File: src/hw/rtl/lmpf_pkg.sv
// Shared types and constants of the 3x3 local maximum peak finder.
// Used by lmpf_front, lmpf_queue, lmpf_back and local_max_3x3_peak_finder.
package lmpf_pkg;

   // Line store depth and sample width
   localparam int MAX_COLS   = 2048;
   localparam int PIXEL_BITS = 16;
   localparam int MAX_ROWS   = 4096;

   localparam int COL_BITS   = $clog2(MAX_COLS);
   localparam int ROW_BITS   = 12;
   localparam int FRAME_BITS = 16;
   localparam int COUNT_BITS = 16;

   // Compare widths: wide enough for position plus margin
   localparam int WCMP_BITS  = ((COL_BITS > 12) ? COL_BITS : 12) + 2;
   localparam int RCMP_BITS  = ROW_BITS + 2;

   // Result fields
   localparam int PEAK_ROW_BITS  = 13;
   localparam int PEAK_COL_BITS  = 12;
   localparam int RSP_FIELD_BITS = PEAK_ROW_BITS + PEAK_COL_BITS + FRAME_BITS + COUNT_BITS + 1;
   localparam int RSP_TDATA_BITS = ((RSP_FIELD_BITS + 7) / 8) * 8;
   localparam int REQ_TDATA_BITS = ((PIXEL_BITS + 7) / 8) * 8;

   // Result queue between front and back
   localparam int QDEPTH     = 4;
   localparam int QPTR_BITS  = $clog2(QDEPTH);

   // Register file
   localparam int CSR_INDEX_BITS = 3;
   localparam int CSR_DATA_BITS  = 16;

   typedef enum logic [CSR_INDEX_BITS-1:0] {
      REG_FRAME_WIDTH   = 3'd0,
      REG_FRAME_HEIGHT  = 3'd1,
      REG_FRAME_COUNT   = 3'd2,
      REG_MIN_LEVEL     = 3'd3,
      REG_PEAK_LIMIT    = 3'd4,
      REG_BORDER_MARGIN = 3'd5
   } reg_index_type;

   typedef enum logic {
      KIND_PEAK    = 1'b0,
      KIND_SUMMARY = 1'b1
   } kind_type;

   typedef struct packed {
      logic [11:0]        frame_width;
      logic [12:0]        frame_height;
      logic [15:0]        frame_count;
      logic signed [15:0] min_level;
      logic [15:0]        peak_limit;
      logic [7:0]         border_margin;
   } cfg_type;

   // One queue word: an optional peak followed by an optional summary
   typedef struct packed {
      logic                     has_peak;
      logic [PEAK_ROW_BITS-1:0] peak_row;
      logic [PEAK_COL_BITS-1:0] peak_col;
      logic [FRAME_BITS-1:0]    peak_frame;
      logic                     has_sum;
      logic [COUNT_BITS-1:0]    peaks_found;
      logic                     dropped;
   } rec_type;

endpackage

File: src/hw/rtl/lmpf_back.sv
// Back part: splits each queue word into peak and summary results and
// drives the registered result channel. Depends on lmpf_pkg.
module lmpf_back import lmpf_pkg::*; (
   input  logic                      clock,
   input  logic                      reset,
   input  rec_type                   head_rec,
   input  logic                      q_empty,
   output logic                      q_pop,
   output logic                      rsp_tvalid,
   input  logic                      rsp_tready,
   output logic [RSP_TDATA_BITS-1:0] rsp_tdata,  // row, col, frame, peaks_found, dropped
   output logic                      rsp_tuser,  // kind
   output logic                      rsp_tlast
);

   logic                      out_valid_ff, out_valid_in;
   logic [RSP_TDATA_BITS-1:0] out_data_ff, out_data_in;
   kind_type                  out_kind_ff, out_kind_in;
   logic                      out_last_ff, out_last_in;
   logic                      peak_sent_ff, peak_sent_in;
   logic                      load, send_peak;

   assign load      = !q_empty && (!out_valid_ff || rsp_tready);
   assign send_peak = head_rec.has_peak && !peak_sent_ff;

   always_comb begin
      if (send_peak) begin
         out_data_in  = RSP_TDATA_BITS'({17'd0, head_rec.peak_frame,
                                         head_rec.peak_col, head_rec.peak_row});
         out_kind_in  = KIND_PEAK;
         out_last_in  = !head_rec.has_sum;
         q_pop        = load && !head_rec.has_sum;
         peak_sent_in = load ? head_rec.has_sum : peak_sent_ff;
      end else begin
         out_data_in  = RSP_TDATA_BITS'({head_rec.dropped, head_rec.peaks_found,
                                         (PEAK_ROW_BITS+PEAK_COL_BITS+FRAME_BITS)'(0)});
         out_kind_in  = KIND_SUMMARY;
         out_last_in  = 1'b1;
         q_pop        = load;
         peak_sent_in = load ? 1'b0 : peak_sent_ff;
      end
      if (load) begin
         out_valid_in = 1'b1;
      end else if (rsp_tready) begin
         out_valid_in = 1'b0;
      end else begin
         out_valid_in = out_valid_ff;
      end
   end

   always_ff @(posedge clock) begin
      if (reset) begin
         out_valid_ff <= 1'b0;
         peak_sent_ff <= 1'b0;
      end else begin
         out_valid_ff <= out_valid_in;
         peak_sent_ff <= peak_sent_in;
      end
   end

   always_ff @(posedge clock) begin
      if (load) begin
         out_data_ff <= out_data_in;
         out_kind_ff <= out_kind_in;
         out_last_ff <= out_last_in;
      end
   end

   assign rsp_tvalid = out_valid_ff;
   assign rsp_tdata  = out_data_ff;
   assign rsp_tuser  = out_kind_ff;
   assign rsp_tlast  = out_last_ff;

endmodule

File: config.mk
export PLATFORM = sky130hd
export DESIGN_NAME = lmpf_back
export DESIGN_NICKNAME = d
export VERILOG_FILES = /design/src/hw/rtl/lmpf_pkg.sv /design/src/hw/rtl/lmpf_back.sv
export SDC_FILE = /design/constraint.sdc
export NUM_CORES = 1
export LEC_CHECK = 0
export BUFFER_PORTS_ARGS = -buffer_cell sky130_fd_sc_hd__buf_2
export CAP_MARGIN = 30
export CORE_ASPECT_RATIO = 0.7
export CORE_MARGIN = 5
export CORE_UTILIZATION = 44
export DETAILED_ROUTE_END_ITERATION = 8
export HOLD_SLACK_MARGIN = 0.03
export PLACE_DENSITY_LB_ADDON = 0.3
export SETUP_SLACK_MARGIN = 0.5
export SYNTH_ARGS = -nofsm -noshare
export SYNTH_HDL_FRONTEND = slang
export SYNTH_SLANG_ARGS = --single-unit
File: constraint.sdc
create_clock -name clock -period 5.3 [get_ports clock]
set_input_delay 1.06 -clock clock [delete_from_list [all_inputs] [get_ports clock]]
set_output_delay 1.06 -clock clock [all_outputs]
set_load 0.005 [all_outputs]
## Word-level counts from Yosys, hierarchy flattened

Cells that the tools add are included.

- Logic and storage cells: 23
- Flip-flop bits (word level): 68
- Input bits: 64

- Reduce and logical (&&, ||, !) cells: 9
- Multiplexer cells: 7

Operator list:

| operator | count |
|---|---|
| $mux 1 | 7 |
| $logic_not 1->1 | 4 |
| $logic_and 1x1->1 | 3 |
| $reduce_bool 2->1 | 1 |
| $logic_or 1x1->1 | 1 |

## Longest topological paths before layout

Gate-level depths: netlist of run 1.

- Depth in word-level cells: 5
- Depth in mapped cells: 5
- Depth with buffers taken out: 3

## Worst setup path before layout of run 1

No wires, ideal clock.

- Path kind: input-to-output
- From: input rsp_tready
- To: output q_pop
- Data required time: 4.240 ns
- Path slack: 0.215 ns
- Data arrival time: 4.025 ns
- Cell stages on the path: 3
- Path buffers: 0
- Cells stage by stage: nor2b_1 > nor2_1 > and2_1

- Cells in the longest elaborated chain, start to end: 4

Ends and longest elaborated chain:

| item | RTL line | text |
|---|---|---|
| start: declaration | lmpf_back.sv:10 | `input logic rsp_tready,` |
| $logic_or 1x1->1 * | lmpf_back.sv:23 | `assign load = !q_empty && (!out_valid_ff \|\| rsp_tready);` |
| $logic_and 1x1->1 * | lmpf_back.sv:23 |  |
| net load | lmpf_back.sv:21 | `logic load, send_peak;` |
| $logic_and 1x1->1 | lmpf_back.sv:32 | `q_pop = load && !head_rec.has_sum;` |
| $mux 1 * | lmpf_back.sv:27 | `if (send_peak) begin` |
| end: declaration | lmpf_back.sv:8 | `output logic q_pop,` |

The timed path passes the listed nets; every way through them passes the cells marked *.

## Final worst setup path of run 1

Same ends and word-level chain as after synthesis.

==> flow_summary.toml, run 1 <==
[drt]
drt_first_pass_iters = 4
via_per_inst = 4.327
drcViolationCount = 0
wl_um = 4802
antenna_left = 0
vias = 1523
drtIter0Drc = 46
wire_per_inst_um = 13.64

[grt]
grt_pass1_vias = 1533
grt_pass1_wl_um = 7555
overflow = 0
grt_use_total_pct = 14.41
antenna_found_initial = 0
grt_max_degree = 62

[power_and_ir_drop]
pwr-share-seq_pct = 54.8
powerDensity_mw_per_mm2 = 329.0
p_int_mw = 0.8417
p_clk_share_pct = 35.5
swShare_pct = 20.86
total_power_mw = 1.064
combPwrFrac_pct = 9.7
switchingPower_mw = 0.2219
irDropWorstVdd_uv = 196.9
leakage_nw = 1.447

[flow_run]
maxCapViolCount = 0

[logic_synthesis]
synth_top_area_cell = "edfxtp_1"
synth_seq_area_share_pct = 77.47
synthCells = 144
ys_warn_count = 0
ys_types = 16
ys_ff_latch = 62
yosysTopAreaCellShare_pct = 75.79
synthTopCellsByArea = "edfxtp_1 76%, and2_1 13%, and2_4 3.3%"
synth.avg_cell_area_um2 = 16.51
syn_area_mm2 = 0.002377

[placement]
place_ws_ns = 2.005
hpwl_um = 3508
gp_congestion = 0.7448
place_area_mm2 = 0.003053
port_buffers = 125

[sta]
fmax_mhz = 305.4
period_minus_slack_ns = 3.274
slew_headroom_pct = 51.06
skew_ns = 0.004813
worst_slack_ns = 2.026
period_share_pct = 61.78
setup_viol = 0
worst_pin_slew_ns = 0.7341
hold_viol_final = 0
rsz0062_at_grt = "no"
tns_ns = 0
drv_slew = 0

[clocking]
htreeDepth = 3
numClockSinks = 62
cts_buffer_depth = 2
path_clk_slew_ns = 0.06
clockRootBuffer = "clkbuf_8"
postCtsSetupRepairBufs = 0
ctsResizeCount = 0
cts_made_buffers = 9
holdBufCountCts = 0
cts_tree = "yes"
worstSkewPairLatency_ns = 0.32

[outcome]
status = "complete, no violations"

[finish]
fill_cells = 436
seq_area_mm2 = 0.001842
fin_area_mm2 = 0.003233
multi_input_area_um2 = 474.2
n_antenna_cell = 0
drive_gt1_share_pct = 54.29
syn2layout_area_growth_pct = 36.00
nets = 339

[setup_path]
cp_max_fo = 61
required_ns = 4.24
crit_type = "in2out"
cp-end-kind = "output port"
cp.arrival_ns = 2.21
worst_setup_path_start_kind = "input pin"
r2r_start = "rsp_tvalid$_SDFFE_PP0P_"
critical_path.startpoint = "rsp_tready"

[hold_path]
hold_class = "reg2reg"
worstHoldStart = "rsp_tvalid$_SDFFE_PP0P_"

[die]
num_rows = 22
die_x_um = 97.86
ios = 132
core_mm2 = 0.005230
die-area_mm2 = 0.006997
die_y_um = 71.50
start_util_pct = 45.45
[cell type report]
type | count | share of cell area [%]
inverters | 1 | 0.1935
clock buffers | 10 | 3.947
repair buffers | 127 | 19.81
flip-flops and latches | 62 | 56.97
multi-input cells | 74 | 14.67
well taps | 72 | 2.786
clock inverters | 6 | 1.625
[power by group through the flow]
stage | clock, mW | combinational (mW) | sequential, mW
after global routing | 0.420 | 0.115 | 0.586
after detailed placement | 0 | 0.105 | 0.594
after floorplan | 0 | 0.0425 | 0.600
final | 0.378 | 0.103 | 0.583
after CTS | 0.391 | 0.105 | 0.584
after global placement | 0 | 0.104 | 0.593
[worst paths after layout]
path                                 end  slack, ns  cells past startpoint
max                                q_pop       2.03                      6
max reg2reg  rsp_tdata[19]$_SDFFCE_PN0P_       3.76                      3
min reg2reg      rsp_tvalid$_SDFFE_PP0P_       0.51                      2
min              rsp_tvalid$_SDFFE_PP0P_       0.51                      2
[cell usage after synthesis]
| cell type | instances |
|---|---|
| edfxtp_1 | 60 |
| and2_1 | 50 |
| and2_4 | 9 |
| buf_4 | 7 |
| clkbuf_2 | 4 |
| a21oi_1 | 2 |
| dfxtp_1 | 2 |
| nor2b_1 | 2 |
| buf_6 | 1 |
| conb_1 | 1 |
| inv_4 | 1 |
| nand2_1 | 1 |
| nand2b_1 | 1 |
| nand4b_1 | 1 |
| nor2_1 | 1 |
| o21ai_0 | 1 |
[critical path, cell delays in order]
cell and delay, ns:
buf_2 0.08, nor2b_1 0.07, nor2_4 0.08, buf_4 0.59, and2_1 0.22, buf_2 0.11
[flip-flops by register name, indices dropped and copies added (netlist names)]
register	flops
rsp_tdata	58
peak_sent_ff	1
rsp_tlast	1
rsp_tuser	1
rsp_tvalid	1
[metal layers]
metal	GRT usage (%)	share of wire (%)
met5	0	0
met4	5.684	1.9
met3	10.51	14
met2	21.72	46
met1	15.72	38
[cells in the final DEF (no fill, tap or decap)]
| cell | count |
|---|---|
| a21oi_1 | 2 |
| and2_1 | 50 |
| and2_4 | 9 |
| buf_2 | 125 |
| buf_4 | 2 |
| bufinv_16 | 1 |
| clkbuf_1 | 1 |
| clkbuf_8 | 9 |
| clkinv_1 | 2 |
| clkinv_2 | 3 |
| conb_1 | 6 |
| dfxtp_1 | 2 |
| edfxtp_1 | 60 |
| inv_4 | 1 |
| nand2_1 | 1 |
| nand2b_1 | 1 |
| nand4b_1 | 1 |
| nor2_4 | 1 |
| nor2b_1 | 1 |
| nor2b_2 | 1 |
| o21ai_0 | 1 |
[per-stage QoR]
step	hold WS (ns)	util, %	cells
after global placement	0.4957	58.37	336
after detailed placement	0.5039	58.37	336
after global routing	0.5535	61.82	352
after CTS	0.5153	61.82	352
after floorplan	0.4480	-	149
final	0.5133	61.82	352
[logic make-up after synthesis]
logic type / Yosys count / synth area share, %
and+or+nand+nor: 65 / 17.95
buffers and inverters: 13 / 3.790
AOI/OAI and AO/OA: 3 / 0.6314
DFF: 62 / 77.47
other: 1 / 0.1577
No activity file was read; power rests on OpenSTA's default activity.
==> run 2: changes to the inputs <==
- clock period: 5.3 -> 3.4 ns (I/O delays scaled with it)
==> run 2 against run 1 <==
Sequential share of layout area is 0.37 points lower. Non-clock buffer count did not move. Clock skew about the same.
==> flow_summary.toml, run 2 (synthesis results as in run 1) <==
[outcome]
status = "complete, no violations"

[sta]
worst_pin_slew_ns = 0.7388
period_minus_slack_ns = 1.992
rsz0062_at_grt = "no"
holdWs_ns = 0.4970
setup_viol = 0
drv_slew = 0
slew_headroom_pct = 50.74
fmax_mhz = 502.0
period_share_pct = 58.58
hold_viol_final = 0
skew_ns = 0.004672
tns_ns = 0

[die]
die_x_um = 97.86
core_mm2 = 0.005230
start_util_pct = 45.45
num_rows = 22
ios = 132
die_y_um = 71.50
die-area_mm2 = 0.006997

[drt]
wl_um = 4877
wire_per_inst_um = 13.89
vias = 1527
via_per_inst = 4.350
drcViolationCount = 0
antenna_left = 0
drt_first_pass_iters = 4
drtIter0Drc = 52

[finish]
final_common_cell = "buf_2"
n_antenna_cell = 0
final_cell_mix = "125 x buf_2, 60 x edfxtp_1, 50 x and2_1, 9 x and2_4, 9 x clkbuf_8"
nets = 339
syn2layout_area_growth_pct = 36.89
fin_area_mm2 = 0.003254
drive_gt1_share_pct = 54.48
largest_reg_flops = 58

[power_and_ir_drop]
leakage_nw = 1.456
total_power_mw = 1.732
irDropWorstVdd_uv = 335.6
powerDensity_mw_per_mm2 = 532.1

[setup_path]
crit_type = "in2out"
cp.arrival_ns = 1.31
cp-end-kind = "output port"
required_ns = 2.72
cp_max_fo = 2
worst_setup_path_start_kind = "input pin"

[flow_run]
maxCapViolCount = 0

[grt]
grt_max_degree = 61
grt_pass1_vias = 1608
grt_use_total_pct = 14.67
grt_pass1_wl_um = 7665
antenna_found_initial = 0
overflow = 0

[clocking]
clockRootBuffer = "clkbuf_8"
cts_buffer_depth = 2
cts_tree = "yes"
path_clk_slew_ns = 0.06
numClockSinks = 62
ctsResizeCount = 0
holdBufCountCts = 0
postCtsSetupRepairBufs = 0
cts_made_buffers = 9
worstSkewPairLatency_ns = 0.33
htreeDepth = 3

[placement]
gp_congestion = 0.7378
place_area_mm2 = 0.003053
port_buffers = 125

[hold_path]
hold_class = "reg2reg"
## run 2: cell count changes in the layout (fill, tap and decap cells not counted), sizes merged
cell    previous run  this run
bufinv             1         2
clkbuf            10         9
clkinv             5         4
## run 2: cell type report
type                       instances  area (um2)
clock inverter                     6       77.57
inverter                           1       6.256
fill                             430        1976
timing repair buffer             127       640.6
tap                               72       90.09
multi-input combinational         74       474.2
sequential                        62        1842
clock buffer                       9       123.9
## run 2: per-layer routing
metal  global-route usage [%]  vias up  wire length [um]
met2                    22.55       78              2226
met4                    8.756        0               101
li1                         -      746                 -
met1                    15.99      696              1931
met5                        0        -                 0
met3                    8.268        7               617
## run 2: power breakdown
part	internal [mW]	switching (mW)
Sequential	0.899	0.0117
Clock	0.401	0.261
Combinational	0.0841	0.0760
Total	1.38	0.348
## run 2: per-stage QoR
| stage | util, % | setup slack (ns) | std cells |
|---|---|---|---|
| 5_1_grt | 62.22 | 1.346 | 351 |
| 4_1_cts | 62.22 | 1.398 | 351 |
| 3_5_place_dp | 58.37 | 1.403 | 336 |
| 2_1_floorplan | - | 0.8131 | 149 |
| 6_report | 62.22 | 1.408 | 351 |
| 3_3_place_gp | 58.37 | 1.432 | 336 |
## run 2: critical path, cell delays in order
cell	delay, ns
buf_2	0.10
nor2b_1	0.23
nor2_4	0.04
and2_1	0.13
buf_2	0.12
## run 2: final timing paths
check,from,endpoint,slack (ns),depth (start not counted)
max,rsp_tready,q_pop,1.41,5
min reg2reg,peak_sent_ff$_SDFFE_PP0P_,peak_sent_ff$_SDFFE_PP0P_,0.50,2
max reg2reg,rsp_tvalid$_SDFFE_PP0P_,rsp_tdata[2]$_SDFFCE_PN0P_,1.83,3
min,peak_sent_ff$_SDFFE_PP0P_,peak_sent_ff$_SDFFE_PP0P_,0.50,2
