**src/hw/rtl/lmpf_pkg.sv**
```systemverilog
// Shared types and constants of the 3x3 local maximum peak finder.
// Used by lmpf_front, lmpf_queue, lmpf_back and local_max_3x3_peak_finder.
package lmpf_pkg;

   // Line store depth and sample width
   localparam int MAX_COLS   = 2048;
   localparam int PIXEL_BITS = 16;
   localparam int MAX_ROWS   = 4096;

   localparam int COL_BITS   = $clog2(MAX_COLS);
   localparam int ROW_BITS   = 12;
   localparam int FRAME_BITS = 16;
   localparam int COUNT_BITS = 16;

   // Compare widths: wide enough for position plus margin
   localparam int WCMP_BITS  = ((COL_BITS > 12) ? COL_BITS : 12) + 2;
   localparam int RCMP_BITS  = ROW_BITS + 2;

   // Result fields
   localparam int PEAK_ROW_BITS  = 13;
   localparam int PEAK_COL_BITS  = 12;
   localparam int RSP_FIELD_BITS = PEAK_ROW_BITS + PEAK_COL_BITS + FRAME_BITS + COUNT_BITS + 1;
   localparam int RSP_TDATA_BITS = ((RSP_FIELD_BITS + 7) / 8) * 8;
   localparam int REQ_TDATA_BITS = ((PIXEL_BITS + 7) / 8) * 8;

   // Result queue between front and back
   localparam int QDEPTH     = 4;
   localparam int QPTR_BITS  = $clog2(QDEPTH);

   // Register file
   localparam int CSR_INDEX_BITS = 3;
   localparam int CSR_DATA_BITS  = 16;

   typedef enum logic [CSR_INDEX_BITS-1:0] {
      REG_FRAME_WIDTH   = 3'd0,
      REG_FRAME_HEIGHT  = 3'd1,
      REG_FRAME_COUNT   = 3'd2,
      REG_MIN_LEVEL     = 3'd3,
      REG_PEAK_LIMIT    = 3'd4,
      REG_BORDER_MARGIN = 3'd5
   } reg_index_type;

   typedef enum logic {
      KIND_PEAK    = 1'b0,
      KIND_SUMMARY = 1'b1
   } kind_type;

   typedef struct packed {
      logic [11:0]        frame_width;
      logic [12:0]        frame_height;
      logic [15:0]        frame_count;
      logic signed [15:0] min_level;
      logic [15:0]        peak_limit;
      logic [7:0]         border_margin;
   } cfg_type;

   // One queue word: an optional peak followed by an optional summary
   typedef struct packed {
      logic                     has_peak;
      logic [PEAK_ROW_BITS-1:0] peak_row;
      logic [PEAK_COL_BITS-1:0] peak_col;
      logic [FRAME_BITS-1:0]    peak_frame;
      logic                     has_sum;
      logic [COUNT_BITS-1:0]    peaks_found;
      logic                     dropped;
   } rec_type;

endpackage

```
**src/hw/rtl/lmpf_queue.sv**
```systemverilog
// Short result queue between front and back of the peak finder.
// Depends on lmpf_pkg for the queue word type and depth.
module lmpf_queue import lmpf_pkg::*; (
   input  logic    clock,
   input  logic    reset,
   input  logic    push,
   input  rec_type push_rec,
   input  logic    pop,
   output rec_type head_rec,
   output logic    empty,
   output logic    full
);

   rec_type              entry_ff [QDEPTH];
   logic [QPTR_BITS-1:0] wr_ptr_ff, wr_ptr_in;
   logic [QPTR_BITS-1:0] rd_ptr_ff, rd_ptr_in;
   logic [QPTR_BITS:0]   count_ff, count_in;

   assign empty    = (count_ff == '0);
   assign full     = (count_ff == (QPTR_BITS+1)'(QDEPTH));
   assign head_rec = entry_ff[rd_ptr_ff];

   always_comb begin
      wr_ptr_in = push ? wr_ptr_ff + QPTR_BITS'(1) : wr_ptr_ff;
      rd_ptr_in = pop ? rd_ptr_ff + QPTR_BITS'(1) : rd_ptr_ff;
      count_in  = count_ff + (QPTR_BITS+1)'(push) - (QPTR_BITS+1)'(pop);
   end

   always_ff @(posedge clock) begin
      if (push) begin
         entry_ff[wr_ptr_ff] <= push_rec;
      end
   end

   always_ff @(posedge clock) begin
      if (reset) begin
         wr_ptr_ff <= '0;
         rd_ptr_ff <= '0;
         count_ff  <= '0;
      end else begin
         wr_ptr_ff <= wr_ptr_in;
         rd_ptr_ff <= rd_ptr_in;
         count_ff  <= count_in;
      end
   end

endmodule

```
**config.mk**
```make
export PLATFORM = sky130hd
export DESIGN_NAME = lmpf_queue
export DESIGN_NICKNAME = d
export VERILOG_FILES = /design/src/hw/rtl/lmpf_pkg.sv /design/src/hw/rtl/lmpf_queue.sv
export SDC_FILE = /design/constraint.sdc
export NUM_CORES = 1
export LEC_CHECK = 0
export ABC_AREA = 1
export BUFFER_PORTS_ARGS = -buffer_cell sky130_fd_sc_hd__buf_2
export CORE_UTILIZATION = 35
export CTS_CLUSTER_SIZE = 25
export DETAILED_ROUTE_END_ITERATION = 8
export GPL_TIMING_DRIVEN = 0
export HOLD_SLACK_MARGIN = 0.02
export SYNTH_ARGS = -nofsm -noshare
export SYNTH_HDL_FRONTEND = slang
export SYNTH_SLANG_ARGS = --single-unit
```
**constraint.sdc**
```tcl
create_clock -name clock -period 3.7 [get_ports clock]
set_clock_uncertainty 0.1 [all_clocks]
set_input_delay 0.37 -clock clock [delete_from_list [all_inputs] [get_ports clock]]
set_output_delay 0.37 -clock clock [all_outputs]
set_load 0.02 [all_outputs]
```
Yosys cells after proc, flatten, opt, wreduce, memory -nomap -nowiden

Memory sizes are Yosys's and may differ from the RTL's. A register that Yosys moved wholly into a read port is not among the register bits.
Cells that the tools add are included.

Add/subtract/negate cells: 4
Reductions and logical operators: 1
Equal/unequal tests: 1
Mux-type cells: 4

Operators with widths:

| operator                                     | number |
|---|---|
| adder 2 x 1 -> 2 bit (second input constant) | 2 |
| two-way mux 2 bit                            | 2 |
| adder 3 x 1 -> 3 bit                         | 1 |
| == test 3 bit (second input constant)        | 1 |
| logical NOT 3 bit                            | 1 |
| subtractor 3 x 1 -> 3 bit                    | 1 |
| two-way mux 1 bit                            | 2 |

RAM bits: 240
Flip-flop bits (word level): 7
Memories kept: 1
Output and inout bits: 62
Bits of input ports: 64
Logic and storage cells: 14

Memories:

| memory   | words | width | rd ports | clocked after Yosys merged registers in | wr ports | RTL line         | RTL |
|---|---|---|---|---|---|---|---|
| entry_ff | 4     | 60    | 1        | 1                                       | 1        | lmpf_queue.sv:14 | `rec_type entry_ff [QDEPTH];` |

Depth between registers and ports, before layout

Gate-level depths: netlist of the first run.

Depth in word-level cells: 3
Gate-level depth with buffers: 9
Mapped depth without buffers: 9

Worst setup path after synthesis of the first run

Ideal clock, no wire load.

Path kind: register to register
Start point: register wr_ptr_ff[0]
End point: memory entry_ff[2][0] (netlist name) (enable)
Setup time: 414 ps
Path buffers: 0
Setup slack: 1,430 ps
Data arrival time: 1,756 ps
Stages on the path, launching flop included: 5
Clock period less this slack: 2,270 ps
Data required time: 3,186 ps
Cells stage by stage: dfxtp_1 inv_1 ha_1 nand2_1 inv_1

RTL lines:

| item                   | RTL line         | RTL |
|---|---|---|
| from (decl)            | lmpf_queue.sv:15 | `logic [QPTR_BITS-1:0] wr_ptr_ff, wr_ptr_in;` |
| from (signal assigned) | lmpf_queue.sv:41 | `wr_ptr_ff <= wr_ptr_in;` |
| to (decl)              | lmpf_queue.sv:14 |  |

Straight into the memory's write port.

==> impl_summary.md, run 1 <==
Timing
The shortest period the worst path allows is roughly 2400 ps. The count of final max-slew check failures is 0. For the pin with the worst max-slew slack, the measured transition is 554.2 ps.

Adding up every negative setup slack in the final design gives 0 ps. The final setup violation count is 0. The max-slew headroom at the worst pin is 0.6305. Setup repair after global routing left no endpoint under its margin.

The period utilization is 0.6473. The worst-case hold slack is approximately 110 ps. The hold violation count in the final report is 0.

For this run, the top clock speed supported by timing is between 400 and 500 MHz.

Synth
Sorting the synthesized cells by area gives the leading types as sky130_fd_sc_hd__edfxtp_1 (71%), sky130_fd_sc_hd__inv_1 (5.1%), sky130_fd_sc_hd__nand2_1 (4.8%), sky130_fd_sc_hd__o211ai_1 (3.0%), sky130_fd_sc_hd__o211ai_2 (2.5%). The proportion of synthesized chip area in sequential cells is 0.7307. After technology mapping, the gate count stands at approximately 760.

The share of synthesized area in the top cell type comes to 0.7129. In this run, synthesis produced a sequential element count of approximately 250. The area of the mapped netlist is 0.01011 mm². In this run the mean area of a mapped cell was 13.35 µm². The number of library cell types mapped by synthesis is 21. The cell type with the highest aggregate area in the netlist is sky130_fd_sc_hd__edfxtp_1. The Yosys warning count is 0. The net count of the mapped netlist is approximately 830.

Setup path
The peak fanout along the critical path is 10. Broken down by cell family, the worst path's largest delay share belongs to buffers and inverters. The element type at the critical path start is a register. The element type at the critical path end is a primary output. The combined buffer and inverter count along the critical path is 3. The cell that appears most often on the critical path is sky130_fd_sc_hd__buf_2. The signal arrival time at the worst endpoint is just under 2000 ps. The worst path required time is around 3200 ps. The delay contributed by the slowest stage of the critical path is approximately 360 ps. For flop-to-flop paths, the worst setup slack is between 1500 and 2000 ps. For this design, the slowest cell found on the critical path is sky130_fd_sc_hd__dfxtp_1. Traced cell by cell, the critical path runs through buf_2 -> buf_2 -> a21oi_1 -> o21ai_0 -> nand2_1 -> buf_2.

The critical path is of the reg2out type.

Hold path
The tightest min-delay check is of the in2reg type.

Global routing
The maximum number of pins on one net before global-route repair is 37. The number of antenna violations at the first check in global routing came to 1. The sum of overflow across all layers after global routing is 0. In the global route stage, overall resource usage came out at 0.1495. The first-pass GRT wire length is 33.01 mm. The number of global-route vias before repair is 6,148.

CTS
The buffer depth of the longest clock path is 3. The buffers inserted during post-CTS setup optimization is 0. Buffers inserted to repair hold after CTS numbered between 60 and 70. At the later pin of the worst-skew pair, clock insertion delay measures around 520 ps. The clock drives about 250 sinks. The CTS tree is yes. After clock tree synthesis, the clock-pin slew on the worst setup and hold paths is approximately 60 ps. Clock tree synthesis selected as its root buffer the cell sky130_fd_sc_hd__clkbuf_16. The number of buffers inserted during clock tree synthesis is 27.

The number of gates given a new drive strength after cts is 0. In this run the number of H-tree levels came out at 1.

Power and ir drop
The relative contribution of combinational cells to total power is 0.122. Summed over all nets, the switching power comes to between 1500 and 2000 µW. The switching share of power is 0.2385. Summed over all cells, the static leakage comes to just over 0.005 µW.

In this run the power density over the cells is between 500 and 600 mW/mm². The worst voltage drop across the vdd grid is between 300 and 400 µV. Of the total power, the clock network draws 0.394.

Of the total power, registers draw 0.485. The cell-internal power is around 5000 µW.

Die
between 100 and 150 I/O pins were placed. The die is ~170 µm wide. The placeable core region is approximately 0.028 mm². The vertical die dimension is 172.0 µm. The initialized floorplan defines just over 60 standard-cell rows. The effective utilization at floorplan is 0.3599. The area of the die is ~0.030 mm².

Placement
In this run the tool buffered the top-level ports with ~130 buffer cells. The cell area reported after detailed placement is roughly 0.011 mm². The placer congestion estimate is about 0.69. The placed wire-length estimate after detailed placement is 12.81 mm.

Drt
The count of nets left with antenna violations once routing finished came out at 0. The first detailed-routing pass took 4 iterations. The initial DRC count is approximately 320. In the routed design, unresolved DRC markers number 0.

The final route contains between 6,000 and 7,000 vias. The detail-routed via count per cell is ~4.5. The routed design has roughly 22 mm of wire. The per-cell routed wire length is between 15 and 20 µm.

Finish
For this run, the post-layout net count is roughly 1,000. The area added between synthesis and finish is 26.68%. The final design instance area without fill is 0.01281 mm². The fraction of layout cells with a size suffix above 1 is 0.2520. Counting the fill cells in the layout gives around 2,600.

Job
The number of max-cap violations is 0.

Status
The flow ran to the end, and the final reports show no timing, DRC or antenna violations.
flip-flops by register name (all words and copies together), names as in the netlist, named ones only:
| signal | count |
|---|---|
| wr_ptr_ff | 2 |
| entry_ff | 240 |
| count_ff | 3 |
| rd_ptr_ff | 2 |
placed cells by master (no fill, tap or decap), types with 3 or more instances in the layout:
master,count
sky130_fd_sc_hd__a21oi_1,46
sky130_fd_sc_hd__a21oi_2,20
sky130_fd_sc_hd__buf_12,5
sky130_fd_sc_hd__buf_2,142
sky130_fd_sc_hd__buf_6,15
sky130_fd_sc_hd__bufinv_16,4
sky130_fd_sc_hd__clkbuf_1,4
sky130_fd_sc_hd__clkbuf_16,27
sky130_fd_sc_hd__clkinv_1,6
sky130_fd_sc_hd__clkinv_2,6
sky130_fd_sc_hd__clkinvlp_4,3
sky130_fd_sc_hd__dfxtp_1,9
sky130_fd_sc_hd__dlygate4sd3_1,62
sky130_fd_sc_hd__edfxtp_1,240
sky130_fd_sc_hd__ha_1,6
sky130_fd_sc_hd__inv_1,133
sky130_fd_sc_hd__inv_4,4
sky130_fd_sc_hd__nand2_1,128
sky130_fd_sc_hd__nor2_1,4
sky130_fd_sc_hd__o211ai_1,40
sky130_fd_sc_hd__o211ai_2,20
sky130_fd_sc_hd__o21ai_0,44
sky130_fd_sc_hd__o21ai_1,20
per-layer routing:
layer | track usage | routed length (µm) | share of wire | vias up
li1 | - | - | - | 3070
met1 | 0.1910 | 9850 | 0.45 | 2984
met2 | 0.2561 | 10600 | 0.48 | 152
met3 | 0.02998 | 1147 | 0.052 | 31
met4 | 0.04386 | 480 | 0.022 | 0
met5 | 0 | 0 | 0 | -
final cells by class:
type | instances | area, µm² | area share
clock inverter | 19 | 195.2 | 0.01524
buffer | 40 | 331.6 | 0.02589
clock buffer | 29 | 683.2 | 0.05334
multi-input combinational | 331 | 1877 | 0.1465
antenna | 1 | 2.502 | 0.0001954
inverter | 137 | 524.3 | 0.04093
tap | 378 | 473.0 | 0.03693
sequential | 249 | 7387 | 0.5768
timing repair buffer | 191 | 1334 | 0.1041
worst paths after layout:
check                from         endpoint  cells past startpoint
min                  push     wr_ptr_ff[0]                      3
max              register     head_rec[32]                      6
max reg2reg  wr_ptr_ff[0]  entry_ff[2][17]                      5
min reg2reg  rd_ptr_ff[1]     rd_ptr_ff[1]                      2
cells by family after synthesis:
| kind of cell | count (synthesis) | synth area share |
|---|---|---|
| buffers and inverters | 177 | 0.08366 |
| AOI/OAI and AO/OA | 190 | 0.1262 |
| adders and majority gates | 7 | 0.009406 |
| and+or+nand+nor | 134 | 0.05000 |
| DFF | 249 | 0.7307 |
power by group through the flow:
stage | logic (µW) | clock network, µW | registers [µW]
after floorplan | 472 | 0 | 3310
after global placement | 753 | 0 | 3320
after detailed placement | 780 | 0 | 3310
after CTS | 834 | 2710 | 3250
after global routing | 905 | 2820 | 3260
final | 817 | 2650 | 3250
synthesized netlist by cell type, drive strengths merged:
cell and instances:
nand3 1, nor3 1, o211ai 60, buf 36, o21ai 64, nor2 4
fa 1, ha 6, a21oi 66, inv 137, nand2 128, clkbuf 4
dfxtp 9, edfxtp 240
worst min-delay path: stages:
cell	delay (ps)
sky130_fd_sc_hd__buf_2	140
sky130_fd_sc_hd__inv_1	100
sky130_fd_sc_hd__a21oi_1	70
metrics by stage:
stage | setup slack, ps | total power [µW] | util | cells
after CTS | 1229 | 6796 | 0.4559 | 1374
after global routing | 1150 | 6983 | 0.4560 | 1375
after floorplan | 1430 | 3785 | - | 757
after detailed placement | 1790 | 4094 | 0.4025 | 1264
after global placement | 256.7 | 4075 | 0.3991 | 1260
final | 1305 | 6717 | 0.4560 | 1375
No activity file was read; power rests on OpenSTA's default activity.
==> run 2, diff against run 1 <==
clock period = 2.2 ns   (was 3.7 ns; I/O delays follow)
==> run 2 against run 1 <==
Against the previous run:
- hold slack better by 230 ps
- critical path depth unchanged
- via count barely moved
- setup slack worse by 1200 ps
- wire length shrank 0.77%
- design area grew 1.5%
- clock power is 73% higher
- utilization is 0.68 points higher
- total power rose by 71%
- combinational power rose by 73%
==> impl_summary.md, run 2 (same netlist as run 1, synthesis figures left out) <==
Status
The run finished with clean final reports.

Placement
The cell area reported after detailed placement is 0.01138 mm². The placer congestion estimate is 0.7105. The placed wire-length estimate after detailed placement is 13.14 mm.

Port buffering added 125 buffers.

Die
The placeable core region is ~0.028 mm². The floorplan step defined a die boundary enclosing just under 0.03 mm². The vertical die dimension is between 150 and 200 µm. The total number of placement rows is just over 60. The width of the die is 172.0 µm. The initial utilization of the core area, before any placement, comes to 0.3599. roughly 130 I/O pins were placed.

CTS
The clock-pin transition on the worst setup and hold timing paths is ~60 ps. The clock root buffer is sky130_fd_sc_hd__clkbuf_16. TritonCTS built the clock tree. The later pin in the worst-skew pair is clocked with a latency of roughly 530 ps. The clock sink total is about 250. The number of buffers inserted during clock tree synthesis is 27. No sink is reached through more buffers than the 3 on the longest clock path. The H-tree depth is 1.

Timing
The period utilization is 0.9512. The top achievable clock speed is 477.9 MHz. For the pin with the worst max-slew slack, the measured transition is between 500 and 600 ps. The count of final max-slew check failures was 0. Setup repair after global routing left no endpoint under its margin. Counting I/O delays and the setup requirement, the final critical path takes about 2100 ps. Setup violations remaining at the end of the flow were counted as 0.

The hold violation count in the final report is 0. Setup total negative slack on the finished layout was measured at 0 ps. The max-slew headroom at the worst pin is 0.6331.

Power and ir drop
VDD sags by at most roughly 730 µV. The total power density per cell area is roughly 900 mW/mm². The clock network power share is 0.400. Of the total power, registers draw 0.477. Of the total power, the share spent switching nets is 0.2360. The relative contribution of combinational cells to total power is 0.123. The analysis attributes to net switching a power of between 2000 and 3000 µW. Summed over all cells, the static leakage comes to around 0.005 µW. Cell internal power was estimated by the tool at 8758 µW.

Setup path
The critical path is of the reg2out type. The peak fanout along the critical path is 10. The delay contributed by the slowest stage of the critical path is 300 ps. STA classifies the critical path endpoint as a primary output.

The critical path goes through buf_6 -> buf_12 -> buf_4 -> o21ai_0 -> nand2_1 -> buf_2. The element type at the critical path start is a register. Counting cells, the worst reg-to-reg path comes to 5. For this design, the slowest cell found on the critical path is sky130_fd_sc_hd__dfxtp_1. The worst register-to-register path has a setup slack of approximately 200 ps. The worst path required time is between 1500 and 2000 ps.

Data arrives at the worst endpoint at between 1500 and 2000 ps. The reg-to-reg startpoint is wr_ptr_ff[0].

Drt
The detail route stage leaves a number of antenna-violating nets equal to 0. The detail-routed via count per cell is around 4.5. The detailed router finished its first iteration with 255 violations. The via total after detailed routing is approximately 6,200. After detailed routing, the number of remaining DRC violations is 0. Dividing the detail-routed wire length by the instance count gives 15.83 µm. Summed over all layers, the routed wires come to between 20 and 25 mm. The first detailed-routing pass ran for 4 iterations.

Finish
Once layout is complete, the utilization of the core stands at 0.4628. The top cell types in the final layout, fill and taps aside, are sky130_fd_sc_hd__edfxtp_1 (240), sky130_fd_sc_hd__inv_1 (133), sky130_fd_sc_hd__buf_2 (129). The register with the most flip-flops in the layout has 240 of them. In the final design database the tool counted ~1,100 nets. The fraction of layout cells with a size suffix above 1 is 0.2600. Leaving out fill and tap cells, the most frequent cell in the layout is sky130_fd_sc_hd__edfxtp_1. The final design instance area without fill is between 0.01 and 0.015 mm². The area growth from synthesis to layout is 28.56%.

The multi-input logic area is ~0.0019 mm². The largest registers in the layout are entry_ff (240), count_ff (3). The largest register by flop count is entry_ff. The register cell area after layout is 0.007387 mm².

The filler cells instantiated in the layout total around 2,500.

Global routing
The total routing resource utilization after global routing is 0.1498. The number of antenna violations at the first check in global routing came to 2. The first-pass GRT wire length is between 30 and 40 mm. The sum of overflow across all layers after global routing is 0. Entering global routing, the biggest net connects 25 pins. The number of global-route vias before repair is approximately 6,200.

Job
The tool flagged a number of max-cap violations equal to 0.

Hold path
The kind of path behind the tightest hold check is in2reg. Counting instances, the worst hold path has a depth of 3. In this run the most critical hold path is launched from reset.
[run 2: cell types whose count changed in the layout (fill, tap and decap cells not counted), moves of 3 or more]
cell                         before  now
sky130_fd_sc_hd__buf_2          142  129
sky130_fd_sc_hd__buf_4            2   15
sky130_fd_sc_hd__buf_12           5   12
sky130_fd_sc_hd__inv_4            4    0
sky130_fd_sc_hd__clkinv_1         6    3
sky130_fd_sc_hd__clkinvlp_4       3    6
[run 2: per-layer routing]
metal,GRT usage,wire length [µm],vias to the layer above,share of wire
met1,0.1830,9097,2948,0.42
li1,-,-,3088,-
met2,0.2642,10900,162,0.50
met5,0,0,-,0
met4,0.04617,559,0,0.026
met3,0.03136,1353,43,0.062
[run 2: critical path: cells and delay by family, from the launching register on]
kind / cells / cell delay [ps]
flip-flops: 1 / 300
AO/OA/AOI/OAI: 1 / 170
buffers and inverters: 4 / 650
AND/OR/NAND/NOR: 1 / 120
[run 2: layout make-up]
class | instances | share of cell area
multi-input cells | 331 | 0.1444
repair inverters | 1 | 0.0003851
plain buffers | 40 | 0.02955
inverters | 137 | 0.04072
diodes | 2 | 0.0003851
repair buffers | 198 | 0.1103
clock buffers | 30 | 0.05285
well taps | 378 | 0.03639
clock inverters | 18 | 0.01665
flip-flops and latches | 249 | 0.5683
[run 2: power groups by stage]
stage	registers, µW	clock network [µW]	logic [µW]
after floorplan	5570	0	797
after global placement	5580	0	1270
after detailed placement	5570	0	1320
after CTS	5470	4700	1420
after global routing	5490	4870	1560
final	5470	4580	1410
[run 2: path summary, 6_finish.rpt]
kind / endpoint
min reg2reg: rd_ptr_ff[1]
max reg2reg: entry_ff[3][46]
max: head_rec[16]
min: count_ff[1]
[run 2: stage by stage]
stage | power [µW] | worst slack (ps) | cells | hold slack (ps)
floorplan | 6365 | 155.0 | 757 | 191.2
global route | 11910 | 7.982 | 1384 | 325.0
global placement | 6850 | -796.5 | 1260 | 318.5
finish | 11460 | 107.5 | 1384 | 337.2
CTS | 11590 | -0.6271 | 1381 | 295.6
detailed placement | 6890 | 6.450 | 1268 | 321.7
[run 2: what timing repair did]
action / 4_1_cts / 5_1_grt
buffers inserted: 1 / 0
gates resized for setup: 5 / 25
hold buffers: 64 / 0
gates cloned: 0 / 1
setup endpoints to repair: 65 / 67
hold endpoints to repair: 249 / 0
==> run 3, diff against run 2 <==
clock period = 2.4 ns   (was 2.2 ns; I/O delays follow)
==> run 3 against run 2 <==
Against the previous run:
- clock-buffer cell count decreased by 1
- register-to-register slack improved by 360 ps
- utilization decreased by 0.62 points
- via count about the same
- cell count decreased by 0.58%
- clock power decreased by 11%
- global-route usage about the same
- flip-flop and latch count unchanged
- sequential power decreased by 8.2%
- setup slack improved by 30 ps
- wire length increased by 1.3%
- critical path type unchanged
- largest cell class unchanged
==> impl_summary.md, run 3 (same netlist as run 1, synthesis figures left out) <==
Global routing
The first global-routing pass estimated approximately 33 mm of wire. The number of antenna violations at the first check in global routing is 1. Entering global routing, the biggest net connects 37 pins. Across every metal layer, demand over resource in global routing totals 0.1501. The sum of overflow across all layers after global routing is 0. The number of global-route vias before repair came to between 6,000 and 7,000.

Finish
The commonest non-fill, non-tap cell in the layout is sky130_fd_sc_hd__edfxtp_1. The register with the most flip-flops in the layout has 240 of them. The fraction of layout cells with a size suffix above 1 is 0.2518.

In the final layout, the registers with the most flip-flops are entry_ff (240), count_ff (3). The post-route non-filler standard cell count is 1,376. The area added between synthesis and finish is 26.83%. The library cells used most frequently in the layout, excluding fill and tap cells, are sky130_fd_sc_hd__edfxtp_1 (240), sky130_fd_sc_hd__buf_2 (140), sky130_fd_sc_hd__inv_1 (133).

Summing all non-filler instances in the final layout gives an area of between 0.01 and 0.015 mm². The count of nets after finishing is 1,049. The largest register by flop count is entry_ff.

Timing
Setup repair after global routing left no endpoint under its margin. The count of final max-slew check failures is 0. The max-slew headroom at the worst pin is 0.6310. The hold violation count in the final report is 0.

The period utilization is 0.9426. For the final routed database, the setup TNS stands at 0 ps. The shortest period the worst path allows is approximately 2300 ps. The slew of the pin with the lowest slew margin is roughly 550 ps. Across all hold checks on the routed design, the worst slack comes to between 300 and 400 ps. Setup violations remaining at the end of the flow were counted as 0. The top achievable clock speed is 442.0 MHz.

Drt
For this block, the initial DRC count from the detailed router was 325. After detailed routing, the total wire length is 22.21 mm. The detail-routed via count per cell is 4.533. The per-cell routed wire length is 16.14 µm. The detailed-routing iteration count for the pre-antenna-repair pass is 4. The detail route stage leaves a number of antenna-violating nets equal to 0. In the routed design, unresolved DRC markers number 0. The via total after detailed routing is about 6,200.

Setup path
The category of the most critical setup path is reg2out. Data arrives at the worst endpoint at around 1900 ps. The element type at the critical path start is a register.

Of all nets on the critical path, the largest fanout is 10. The worst path required time is 2060 ps. The worst setup path is captured at a primary output.

Die
The I/O pin total is 126. The placeable core region is ~0.028 mm². The width of the die is 172.0 µm. The vertical die dimension is ~170 µm. For this configuration, the core starts out at a cell density of 0.3599.

The die covers a little under 0.03 mm². The floorplan has 61 rows.

CTS
The buffer depth of the longest clock path is 3. The CTS tree is yes. The insertion delay to the later sink of the worst-skew pair is ~520 ps. The clock root buffer is sky130_fd_sc_hd__clkbuf_16.

The number of buffers inserted during clock tree synthesis is 27. The buffers inserted during post-CTS setup optimization is 0. CTS built an H-tree with a depth of 1. The clock-pin transition on the worst setup and hold timing paths is around 60 ps. The clock sink total is approximately 250.

Placement
Counting tap cells, the placed design contains a total of 1,264 instances. The count of buffers added on input and output ports is 125. The cell area reported after detailed placement is 0.01131 mm². Routability-driven placement finished with a final weighted congestion of 0.6916. Once detailed placement completed, the half-perimeter wirelength came to 12.81 mm.

Power and ir drop
Across the VDD grid, the largest voltage drop is 578.8 µV. After layout, the design draws a total of slightly above 10,000 µW. In this run the power density over the cells is ~810 mW/mm². For this design the static power due to leakage is approximately 0.0050 µW.

Status
The flow ran to the end, and the final reports show no timing, DRC or antenna violations.

Hold path
The kind of path behind the tightest hold check is in2reg.

Job
The number of max-cap violations is 0.
## run 3: changes by cell type in the layout (fill, tap and decap cells not counted), sizes merged
| cell | before | now |
|---|---|---|
| bufinv | 5 | 4 |
| clkinvlp | 7 | 3 |
| inv | 133 | 137 |
| buf | 169 | 163 |
| diode | 2 | 1 |
| dlygate4sd3 | 64 | 63 |
| clkinv | 11 | 12 |
## run 3: layout make-up
class                   count  area, µm²
diodes                      1      2.502
well taps                 378      473.0
repair buffers            192       1344
fillers                  2579      15260
multi-input cells         331       1877
clock buffers              29      683.2
clock inverters            19      195.2
inverters                 137      524.3
plain buffers              40      336.6
flip-flops and latches    249       7387
## run 3: worst max-delay path, stage by stage, from the launching register on
cell	delay, ps
sky130_fd_sc_hd__dfxtp_1	360
sky130_fd_sc_hd__buf_2	300
sky130_fd_sc_hd__buf_2	320
sky130_fd_sc_hd__o211ai_1	130
sky130_fd_sc_hd__nand2_1	120
sky130_fd_sc_hd__buf_2	180
## run 3: final timing paths
path | startpoint | endpoint | slack [ps] | cells after the start
hold / removal | reset | count_ff[0] | 350 | 3
setup reg to reg | wr_ptr_ff[0] | entry_ff[2][17] | 560 | 5
hold reg to reg | rd_ptr_ff[1] | rd_ptr_ff[1] | 370 | 2
setup / recovery | register | head_rec[5] | 140 | 5
## run 3: per-layer routing
layer  GRT usage  share of wire
met5           0              0
met4     0.04386          0.022
met2      0.2581           0.48
met1      0.1908           0.45
met3     0.02998          0.050
## run 3: timing repair
item | CTS | global route
hold endpoints to repair | 249 | 0
gates resized for setup | 0 | 2
setup endpoints to repair | 0 | 2
hold buffers | 63 | 0
## run 3: power by group
group / internal [µW] / total, µW / switching, µW / leakage [µW]
sequential: 4970 / 5020 / 47.8 / 0.00228
combinational: 448 / 1270 / 820 / 0.00233
clock: 2470 / 4080 / 1610 / 0.000425
## run 3: metrics by stage
stage / util / setup slack (ps)
floorplan: - / 129.5
detailed placement: 0.4025 / 520.5
global route: 0.4565 / 2.849
CTS: 0.4563 / 58.57
global placement: 0.3991 / -1043
finish: 0.4565 / 137.7
